==> src/design/timestamp_rollover_sequencer_unit_assert.svh <==
// Assertion macros for the timestamp rollover sequencer.
// Included by the top level; needs clk and rst_n in the including scope.
`ifndef TIMESTAMP_ROLLOVER_SEQUENCER_UNIT_ASSERT_SVH
`define TIMESTAMP_ROLLOVER_SEQUENCER_UNIT_ASSERT_SVH
`ifndef SYNTHESIS
// Condition must hold at every clock edge outside reset.
`define TRS_ASSERT_ALWAYS(label, cond, msg) \
  label: assert property (@(posedge clk) disable iff (!rst_n) (cond)) else $error(msg);
// Antecedent in one cycle implies consequent in the next.
`define TRS_ASSERT_NEXT(label, ante, cons, msg) \
  label: assert property (@(posedge clk) disable iff (!rst_n) (ante) |=> (cons)) \
    else $error(msg);
`else
`define TRS_ASSERT_ALWAYS(label, cond, msg)
`define TRS_ASSERT_NEXT(label, ante, cons, msg)
`endif
`endif

==> src/design/trs_pkg.sv <==
// Shared types and constants of the timestamp rollover sequencer.
// No dependencies; used by trs_step and the top level.
package trs_pkg;

  localparam logic [63:0] DayUs   = 64'd86400000000;
  localparam logic [63:0] LateUs  = 64'd82800000000;
  localparam logic [63:0] EarlyUs = 64'd3600000000;
  localparam logic [63:0] Int64Min = {1'b1, 63'd0};

  typedef enum logic [2:0] {
    ST_ACCEPTED  = 3'd0,
    ST_INVALID   = 3'd1,
    ST_DUPLICATE = 3'd2,
    ST_BACKWARD  = 3'd3,
    ST_RANGE_ERR = 3'd4
  } status_t;

  typedef struct packed {
    logic [63:0] origin_time;
    logic        origin_set;
    logic [63:0] prev_abs;
    logic        prev_abs_set;
    logic [36:0] prev_clock;
    logic        prev_clock_set;
    logic [63:0] day_offset;
    logic [64:0] day_plus;       // day_offset + one day, kept ahead of use
    logic        error_latched;
  } trs_state_t;

  // all clear, except day_plus which starts one day ahead of a zero offset
  localparam trs_state_t StateReset = {64'd0, 1'b0, 64'd0, 1'b0, 37'd0, 1'b0,
                                       64'd0, 1'b0, DayUs, 1'b0};

  typedef struct packed {
    status_t     status;
    logic        rollover;
    logic [63:0] elapsed_us;
  } trs_result_t;

endpackage

==> src/design/trs_step.sv <==
// Per-row decision logic: result and next sequencer state for one row.
// Depends on trs_pkg.
module trs_step (
  input  logic               time_valid,
  input  logic               is_clock,
  input  logic [63:0]        time_us,
  input  trs_pkg::trs_state_t st,
  output trs_pkg::trs_state_t st_nxt,
  output trs_pkg::trs_result_t res
);
  import trs_pkg::*;

  logic        clk_bad;
  logic        roll;
  logic        plus_ovf;
  logic [63:0] off;
  logic [64:0] abs_sum;
  logic        abs_ok;
  logic [63:0] abs_val;
  logic [63:0] org;
  logic [64:0] el_sum;
  logic        el_ok;

  // clock rows must lie in [0, one day)
  assign clk_bad  = is_clock && (time_us[63] || (time_us >= DayUs));
  assign plus_ovf = (st.day_plus[64:63] != 2'b00);
  assign roll = is_clock && st.prev_clock_set && st.prev_abs_set
             && (time_us[36:0] < st.prev_clock)
             && ({27'd0, st.prev_clock} >= LateUs)
             && (time_us <= EarlyUs);
  assign off = roll ? st.day_plus[63:0] : st.day_offset;

  assign abs_sum = {time_us[63], time_us} + {off[63], off};
  assign abs_ok  = !is_clock ||
                   ((abs_sum[64] == abs_sum[63]) && (abs_sum[63:0] != Int64Min));
  assign abs_val = is_clock ? abs_sum[63:0] : time_us;

  assign org    = st.origin_set ? st.origin_time : abs_val;
  assign el_sum = {abs_val[63], abs_val} - {org[63], org};
  assign el_ok  = (el_sum[64] == el_sum[63]) && (el_sum[63:0] != Int64Min);

  always_comb begin
    st_nxt         = st;
    res.status     = ST_ACCEPTED;
    res.rollover   = 1'b0;
    res.elapsed_us = '0;
    if (st.error_latched) begin
      res.status = ST_RANGE_ERR;
    end else if (!time_valid || clk_bad) begin
      res.status = ST_INVALID;
    end else if ((time_us == Int64Min) || (roll && plus_ovf) || !abs_ok || !el_ok) begin
      res.status           = ST_RANGE_ERR;
      st_nxt.error_latched = 1'b1;
    end else begin
      st_nxt.origin_time = org;
      st_nxt.origin_set  = 1'b1;
      res.rollover       = roll;
      if (roll) begin
        st_nxt.day_offset = st.day_plus[63:0];
        st_nxt.day_plus   = st.day_plus + {1'b0, DayUs};
      end
      if (st.prev_abs_set && (abs_val == st.prev_abs)) begin
        res.status = ST_DUPLICATE;
      end else if (st.prev_abs_set && ($signed(abs_val) < $signed(st.prev_abs))) begin
        res.status = ST_BACKWARD;
      end else begin
        res.elapsed_us      = el_sum[63:0];
        st_nxt.prev_abs     = abs_val;
        st_nxt.prev_abs_set = 1'b1;
        if (is_clock) begin
          st_nxt.prev_clock     = time_us[36:0];
          st_nxt.prev_clock_set = 1'b1;
        end else begin
          st_nxt.prev_clock     = '0;
          st_nxt.prev_clock_set = 1'b0;
        end
      end
    end
  end

endmodule

==> src/design/timestamp_rollover_sequencer_unit.sv <==
// Timestamp rollover sequencer: turns logged row timestamps into elapsed time
// since the first valid row, adding a day whenever a time-of-day row wraps past
// midnight. Each request returns exactly one result (status, rollover flag,
// elapsed microseconds). A request is registered on entry, then evaluated
// against the sequencer state and written to the result register when that
// register is free or draining, so a new request is taken every cycle unless
// out_stall holds it. The state update and result share one cycle, which sets
// that rate: the next row's decision reads state written by the previous row.
// Once a range error occurs every later request reports the error until reset.
// Depends on trs_pkg, trs_step and timestamp_rollover_sequencer_unit_assert.svh.
`include "timestamp_rollover_sequencer_unit_assert.svh"

module timestamp_rollover_sequencer_unit (
  input  logic             clk,
  input  logic             rst_n,
  // request channel
  input  logic             in_valid,
  output logic             in_stall,
  input  logic             in_time_valid,
  input  logic             in_is_clock,
  input  logic [63:0]      in_time_us,
  // result channel
  output logic             out_valid,
  input  logic             out_stall,
  output trs_pkg::status_t out_status,
  output logic             out_rollover,
  output logic [63:0]      out_elapsed_us
);
  import trs_pkg::*;

  // entry register
  logic        s1_valid_r, s1_valid_nxt;
  logic        s1_time_valid_r;
  logic        s1_is_clock_r;
  logic [63:0] s1_time_us_r;

  // result register
  logic        out_valid_r, out_valid_nxt;
  trs_result_t out_r;

  // sequencer state
  trs_state_t  st_r, st_nxt;
  trs_result_t res;

  logic accept;
  logic advance;

  // the entry stage moves on when the result register is free or draining
  assign advance  = s1_valid_r && (!out_valid_r || !out_stall);
  assign in_stall = s1_valid_r && !advance;
  assign accept   = in_valid && !in_stall;

  always_comb begin
    s1_valid_nxt = s1_valid_r;
    if (accept) begin
      s1_valid_nxt = 1'b1;
    end else if (advance) begin
      s1_valid_nxt = 1'b0;
    end
  end

  always_comb begin
    out_valid_nxt = out_valid_r;
    if (advance) begin
      out_valid_nxt = 1'b1;
    end else if (!out_stall) begin
      out_valid_nxt = 1'b0;
    end
  end

  trs_step u_step (
    .time_valid (s1_time_valid_r),
    .is_clock   (s1_is_clock_r),
    .time_us    (s1_time_us_r),
    .st         (st_r),
    .st_nxt     (st_nxt),
    .res        (res)
  );

  // control and state
  always_ff @(posedge clk) begin
    if (!rst_n) begin
      s1_valid_r  <= 1'b0;
      out_valid_r <= 1'b0;
      st_r        <= StateReset;
    end else begin
      s1_valid_r  <= s1_valid_nxt;
      out_valid_r <= out_valid_nxt;
      if (advance) begin
        st_r <= st_nxt;
      end
    end
  end

  // payload
  always_ff @(posedge clk) begin
    if (accept) begin
      s1_time_valid_r <= in_time_valid;
      s1_is_clock_r   <= in_is_clock;
      s1_time_us_r    <= in_time_us;
    end
    if (advance) begin
      out_r <= res;
    end
  end

  assign out_valid      = out_valid_r;
  assign out_status     = out_r.status;
  assign out_rollover   = out_r.rollover;
  assign out_elapsed_us = out_r.elapsed_us;

  // assertions
  `TRS_ASSERT_NEXT(a_error_sticky, st_r.error_latched, st_r.error_latched, "error not sticky")
  `TRS_ASSERT_ALWAYS(a_elapsed_zero, !out_valid_r || (out_r.status == ST_ACCEPTED) || (out_r.elapsed_us == 64'd0), "elapsed set on skipped row")
  `TRS_ASSERT_ALWAYS(a_roll_status, !out_valid_r || !out_r.rollover || ((out_r.status != ST_INVALID) && (out_r.status != ST_RANGE_ERR)), "rollover on invalid or error row")
  `TRS_ASSERT_ALWAYS(a_no_stall_empty, s1_valid_r || !in_stall, "stall with empty entry stage")

endmodule

==> config.mk <==
export PLATFORM = sky130hd
export DESIGN_NAME = timestamp_rollover_sequencer_unit
export DESIGN_NICKNAME = d
export VERILOG_FILES = /design/src/design/trs_pkg.sv /design/src/design/trs_step.sv /design/src/design/timestamp_rollover_sequencer_unit.sv
export VERILOG_INCLUDE_DIRS = /design/src /design/src/design
export SDC_FILE = /design/constraint.sdc
export NUM_CORES = 1
export LEC_CHECK = 0
export BUFFER_PORTS_ARGS = -buffer_cell sky130_fd_sc_hd__buf_2
export CAP_MARGIN = 20
export CORE_ASPECT_RATIO = 1.1
export CORE_MARGIN = 1.5
export CORE_UTILIZATION = 55
export CTS_BUF_LIST = sky130_fd_sc_hd__clkbuf_8
export CTS_CLUSTER_DIAMETER = 30
export DETAILED_ROUTE_END_ITERATION = 12
export HOLD_SLACK_MARGIN = 0.02
export PLACE_DENSITY_LB_ADDON = 0.1
export SKIP_CTS_REPAIR_TIMING = 1
export SYNTH_ARGS = -nofsm -noshare
export SYNTH_HDL_FRONTEND = slang
export SYNTH_SLANG_ARGS = --single-unit
==> constraint.sdc <==
create_clock -name clk -period 11.8 [get_ports clk]
set_input_delay 0 -clock clk [delete_from_list [all_inputs] [get_ports clk]]
set_output_delay 0 -clock clk [all_outputs]
set_load 0.02 [all_outputs]
======== Word level (Yosys, flattened, before mapping) ========
Index checks and enable logic that the tools add are counted.
word-level totals
  latch bits .............................. 0
  output and inout bits ................... 70
  ROM bits ................................ 0
  memories kept ........................... 0
  logic and storage cells ................. 89
  RAM bits ................................ 0
  input bits .............................. 70
  bits in registers ....................... 434
operators by class
  equality and inequality tests ........... 7
  add/subtract/negate cells ............... 3
  multiply operators ...................... 0
  divide/modulo/power cells ............... 0
  $lt $le $gt $ge ......................... 5
  multiplexer cells ....................... 15
  bitwise operators ....................... 5
  shift operators ......................... 0
  reduce and logical (&&, ||, !) cells .... 36
operators by type and width
  operator                number
  $mux 64                 3
  $ne 64x64->1 const B    2
  $add 64x64->65          1
  $add 65x37->65 const B  1
  $sub 64x64->65          1
  $eq 64x64->1            1
  $eq 64x64->1 const B    1
  $ge 64x37->1 const B    1
  $le 64x32->1 const B    1
  $lt 64x64->1            1
  $mux 38                 1
  $ge 37x37->1 const B    1
  $lt 37x37->1            1
  $logic_and 1x1->1       14
  $mux 3                  3
  $logic_not 1->1         8
  $logic_or 1x1->1        7
  $mux 1                  7
  $reduce_and 6->1        1
  $not 1->1               5
  $reduce_and 5->1        1
  $reduce_or 5->1         1
  $reduce_and 4->1        1
  $reduce_bool 2->1       2
  4 further kinds         5

======== Depth between registers and ports, before layout ========
  depth in word-level cells ............... 17
  depth in mapped cells ................... 50
  gate-level depth less buffers ........... 43

======== Hierarchy ========
From an unflattened synthesis, not the netlist that was laid out.
second synthesis, totals
  cell total of the unflattened synthesis .. 4902
  area, all modules ....................... 39133.8 um2
by module, submodules not included
  module                             times used  sequential area each (um2)  cells an instance  area each (um2)
  trs_step                           1           0.0                         3468               23171.0
  timestamp_rollover_sequencer_unit  1           10029.6                     1434               15962.8

======== Least setup slack after synthesis ========
OpenSTA, ideal clock, no wires.
  path kind ............................... register -> register
  start ................................... register s1_time_us_r[22]
  end ..................................... register out_r (netlist bit out_status[0]), data pin
  library setup time ...................... 0.256 ns
  required time ........................... 11.544 ns
  period minus slack after synthesis ...... 9.345 ns
  slack ................................... 2.455 ns
  buffers on the path ..................... 6
  data arrival time ....................... 9.089 ns
  cell stages (with the launch flop) ...... 46
  cell sequence ........................... edfxtp_1 ha_1 a21o_1 a21o_1 a21o_1 a21oi_1 nor2b_1 o21ai_0 nand2b_1 a21oi_1 nor2_1 nor3_1 o211ai_1 clkbuf_1 buf_1 nand2_1 o21ai_0 ha_1 (+10 left out) clkbuf_1 and3_1 o21ai_0 a31oi_2 nand2_1 or4_1 o21ai_1 a221o_1 a221oi_2 o31ai_1 a221oi_2 a2111o_1 or4_1 buf_6 buf_6 buf_2 a31oi_1 nor2_1
between the ends
  word-level cells in the longest chain between the ends .. 15
  elaborated cells on any way between the ends .. 36
  classes of those cells .................. 2 x add/sub; 4 x order compare; 6 x eq/ne; 7 x mux; 17 x reduce/logical
RTL lines
  element                                            RTL line                                  source
  start, declared                                    timestamp_rollover_sequencer_unit.sv:35   logic [63:0] s1_time_us_r;
  start signal, assigned                             timestamp_rollover_sequencer_unit.sv:100  s1_time_us_r <= in_time_us;
  $lt 37x37->1                                       trs_step.sv:28                            && (time_us[36:0] < st.prev_clock)
  $logic_and 1x1->1                                  trs_step.sv:28
  $logic_and 1x1->1                                  trs_step.sv:29                            && ({27'd0, st.prev_clock} >= LateUs)
  $logic_and 1x1->1                                  trs_step.sv:30                            && (time_us <= EarlyUs);
  $mux 64                                            trs_step.sv:31                            assign off = roll ? st.day_plus[63:0] : st.day_offset;
  $add 64x64->65 (*)                                 trs_step.sv:33                            assign abs_sum = {time_us[63], time_us} + {off[63], off};
  $mux 64 (*)                                        trs_step.sv:36                            assign abs_val = is_clock ? abs_sum[63:0] : time_us;
  via u_step.abs_val[35]                             trs_step.sv:19                            logic [63:0] abs_val;
  $mux 64                                            trs_step.sv:38                            assign org = st.origin_set ? st.origin_time : abs_val;
  $sub 64x64->65                                     trs_step.sv:39                            assign el_sum = {abs_val[63], abs_val} - {org[63], org};
  $ne 64x64->1 / $eq 1x1->1 (equally long branches)  trs_step.sv:40                            assign el_ok = (el_sum[64] == el_sum[63]) && (el_sum[63:0] != Int64Min);
  $logic_and 1x1->1                                  trs_step.sv:40
  $logic_not 1->1                                    trs_step.sv:51                            end else if ((time_us == Int64Min) || (roll && plus_ovf) || !abs_ok || !el_ok) begin
  $logic_or 1x1->1                                   trs_step.sv:51
  $mux 3 (*)                                         trs_step.sv:51
  $mux 3 (*)                                         trs_step.sv:49                            end else if (!time_valid || clk_bad) begin
  end signal, assigned                               timestamp_rollover_sequencer_unit.sv:103  out_r <= res;
  end, declared                                      timestamp_rollover_sequencer_unit.sv:39   trs_result_t out_r;
Mark *: on every way through the listed nets, which the timed path passes. The rest lies on a longest branch.
A chain may end at the register's enable or synchronous reset.

======== Worst setup path in the final report ========
  start ................................... register s1_time_us_r[36]
  end ..................................... register st_r[80] (netlist bit)
between the ends
  word-level cells in the longest chain between the ends .. 15
  elaborated cells on any way between the ends .. 31
  classes of those cells .................. 2 x add/sub; 3 x order compare; 5 x eq/ne; 3 x mux; 2 x bitwise; 16 x reduce/logical
RTL lines
  element                                            RTL line                                 source
  $lt 37x37->1                                       trs_step.sv:28
  $logic_and 1x1->1                                  trs_step.sv:28
  $logic_and 1x1->1                                  trs_step.sv:29
  $logic_and 1x1->1 (*)                              trs_step.sv:30
  $mux 64 (*)                                        trs_step.sv:31
  $add 64x64->65 (*)                                 trs_step.sv:33
  $mux 64 (*)                                        trs_step.sv:36
  via u_step.abs_val[35]                             trs_step.sv:19
  $mux 64                                            trs_step.sv:38
  $sub 64x64->65 (*)                                 trs_step.sv:39
  $ne 64x64->1 / $eq 1x1->1 (equally long branches)  trs_step.sv:40
  $logic_and 1x1->1 (*)                              trs_step.sv:40
  $logic_not 1->1 (*)                                trs_step.sv:51
  $logic_or 1x1->1 (*)                               trs_step.sv:51
  $not 1->1 (no source line) (*)                     --
  $reduce_and 5->1 (no source line) (*)              --
  end signal, assigned                               timestamp_rollover_sequencer_unit.sv:85  st_r <= StateReset;
  end signal, assigned                               timestamp_rollover_sequencer_unit.sv:90  st_r <= st_nxt;
  end, declared                                      timestamp_rollover_sequencer_unit.sv:42  trs_state_t st_r, st_nxt;
Marked as above.

==> results.toml <==
[power]
ir_worst_vdd_v = 0.000108
p_leak_nw = 12.9
p_per_area_nw_per_um2 = 123

[global_route]
first_global_vias = 27600
grt_usage_pct = 34.9
grt_pass1_wl_um = 156000
grt_max_degree = 178
grt-ovfl-total = 0
antenna_found_initial = 1

[run_status]
status = "complete, no violations"

[floorplan]
fp.dieW_um = 227
start_util_pct = 55.4
dieArea_sq_um = 56600
ios = 140
rows = 90
die_y_um = 249
coreArea_sq_um = 54700

[yosys]
syn-instance-count = 3634
synth_top_family_by_area = "compound AO/OA/AOI/OAI gates"
synthSimpleGateAreaFrac_pct = 19.8
yosys_warnings = 0
synth_seq_cells = 408
ys_types = 101
syn_area_sq_um = 30300
synth_compound_area_share_pct = 26.6
syn_nets = 3896
synth.avg_cell_area_sq_um = 8.35
yosys.area.top_type = "dfxtp_1"
ys_async_sr_fraction_pct = 0
synth-edff-count = 134
ys_seq_area_share_pct = 31.3
ys.flop_type = "dfxtp_1"
yosysMostFrequentCell = "a21oi_1"
synth_fa_ha_area_share_pct = 8.13
yosysTopAreaCellShare_pct = 18.1
synth_top_cells_by_count = "a21oi_1 (363), dfxtp_1 (274), nand2_1 (224)"
synth_mux_area_share_pct = 4.87
synth.area.top_cells = "dfxtp_1 (18%), edfxtp_1 (13%), ha_1 (7.8%)"
synth_xor_area_share_pct = 3.32

[drt]
vias_per_cell = 6.66
vias = 30400
drt_iter0_markers = 2923
wl_um = 103000
drtPass1Iterations = 6
route.detailed.drc = 0
wire_per_inst_um = 22.6
ant_nets = 0

[critical_path]
crit_top_cell = "nand2_1"
start_kind = "register"
critical_path_required_ps = 12430
cp-end-kind = "register"
worst-path-max-fanout = 177
worstPathArrival_ps = 11820
worstSetupPathType = "reg2reg"
critical-path-max-stage-delay_ps = 890
cp_slowest_cell = "a2111oi_0"

[clock_tree]
h-tree-depth = 3
clock_sinks = 408
cts_buffer_depth = 3
clk_pin_slew_ps = 60
cts_root_buf = "clkbuf_8"
cts_tree = "yes"
clock_latency_ps = 720
cts_inserted_buffers = 89

[placed_design]
gp_congestion = 0.973
dpl.hpwl_um = 72300
port_buffers = 139

[min_path]
hold_path.class = "in2reg"

[timing]
hold_ws_ps = 13.2
finalSetupTns_ps = 0
hold_viol_final = 0
worst_pin_slew_ps = 1070
max-slew-margin-rel_pct = 27.9
drv_slew = 0
fmax_mhz = 89.3
final.setup_skew_ps = 67.5
fin_crit_sh_pct = 94.9
setup_viol = 0
rsz0062_at_grt = "false"
min_period_ps = 11190

[job]
drv_cap = 0

[finish]
layout-drive-gt1-share_pct = 12.8
register_area_sq_um = 9510
multi_input_area_sq_um = 19100
layout.nets = 4010
fillers = 4713
syn2layout_area_growth_pct = 13.4
[sequential cells by signal, indices dropped and copies added (netlist names)]
signal	count
out_elapsed_us	64
out_rollover	1
out_status	3
out_valid	1
s1_is_clock_r	1
s1_time_us_r	64
s1_time_valid_r	1
s1_valid_r	1
st_r	272
[critical path, delay by kind of cell, from the launching register on]
family | cells | cell delay [ps]
simple gates | 10 | 1950
xor+xnor | 1 | 260
mux | 2 | 470
flops | 1 | 600
fa+ha+maj | 4 | 1590
buf+inv | 2 | 760
compound gates | 16 | 5220
[through the flow]
step                total power, mW  util (%)  std cells  instance area (sq um)  worst slack [ps]
finish                         4.24      62.9       4562                  34400               607
global route                   4.40      62.9       4562                  34400               114
CTS                            4.21      61.1       4463                  33400               888
detailed placement             2.45      57.3       4295                  31400               880
global placement               2.44      57.3       4295                  31400               898
floorplan                      2.17         -       3634                  30300              2460
[cell families after synthesis]
| logic type | Yosys count |
|---|---|
| xor gates and xnor gates | 115 |
| AOI/OAI and AO/OA | 1230 |
| and+or+nand+nor | 1128 |
| DFF | 408 |
| buffers and inverters | 419 |
| adders and majority gates | 197 |
| muxes | 137 |
[metal layers]
layer | track usage [%] | vias up | wire length (um)
met2 | 53.8 | 1397 | 46900
met3 | 5.15 | 221 | 8410
met4 | 12.8 | 0 | 3390
met1 | 49.2 | 14700 | 44400
met5 | 0 | - | 0
li1 | - | 14100 | -
[cell usage in the layout (no fill, tap or decap), types with 134 or more instances in the layout]
| cell | n |
|---|---|
| inv_1 | 163 |
| dfxtp_1 | 273 |
| edfxtp_1 | 134 |
| ha_1 | 190 |
| nand2_1 | 224 |
| nand4_1 | 142 |
| nor2_1 | 191 |
| buf_2 | 138 |
| o21ai_0 | 175 |
| a21oi_1 | 363 |
[layout make-up]
class,count,share of cell area (%)
diodes,1,0.00727
clock buffers,97,3.88
clock inverters,71,2.12
inverters,151,1.66
multi-input cells,2807,55.4
flip-flops and latches,408,27.6
well taps,736,2.68
repair buffers,291,6.57
[power by group]
group          internal, mW  switching, mW  leakage (nW)  total (mW)
clock network          1.04          0.727          1.05        1.77
logic                 0.334          0.592          8.35       0.926
registers              1.50         0.0421          3.48        1.55
total                  2.88           1.36          12.9        4.24
[final timing paths]
path,endpoint,slack [ps],depth (start not counted),start
max,st_r[80],610,35,s1_time_us_r[36]
min,s1_time_us_r[9],10,2,in_time_us[9]
max reg2reg,st_r[80],610,35,s1_time_us_r[36]
min reg2reg,st_r[129],430,2,st_r[129]
Power figures use the tool's default switching activity.
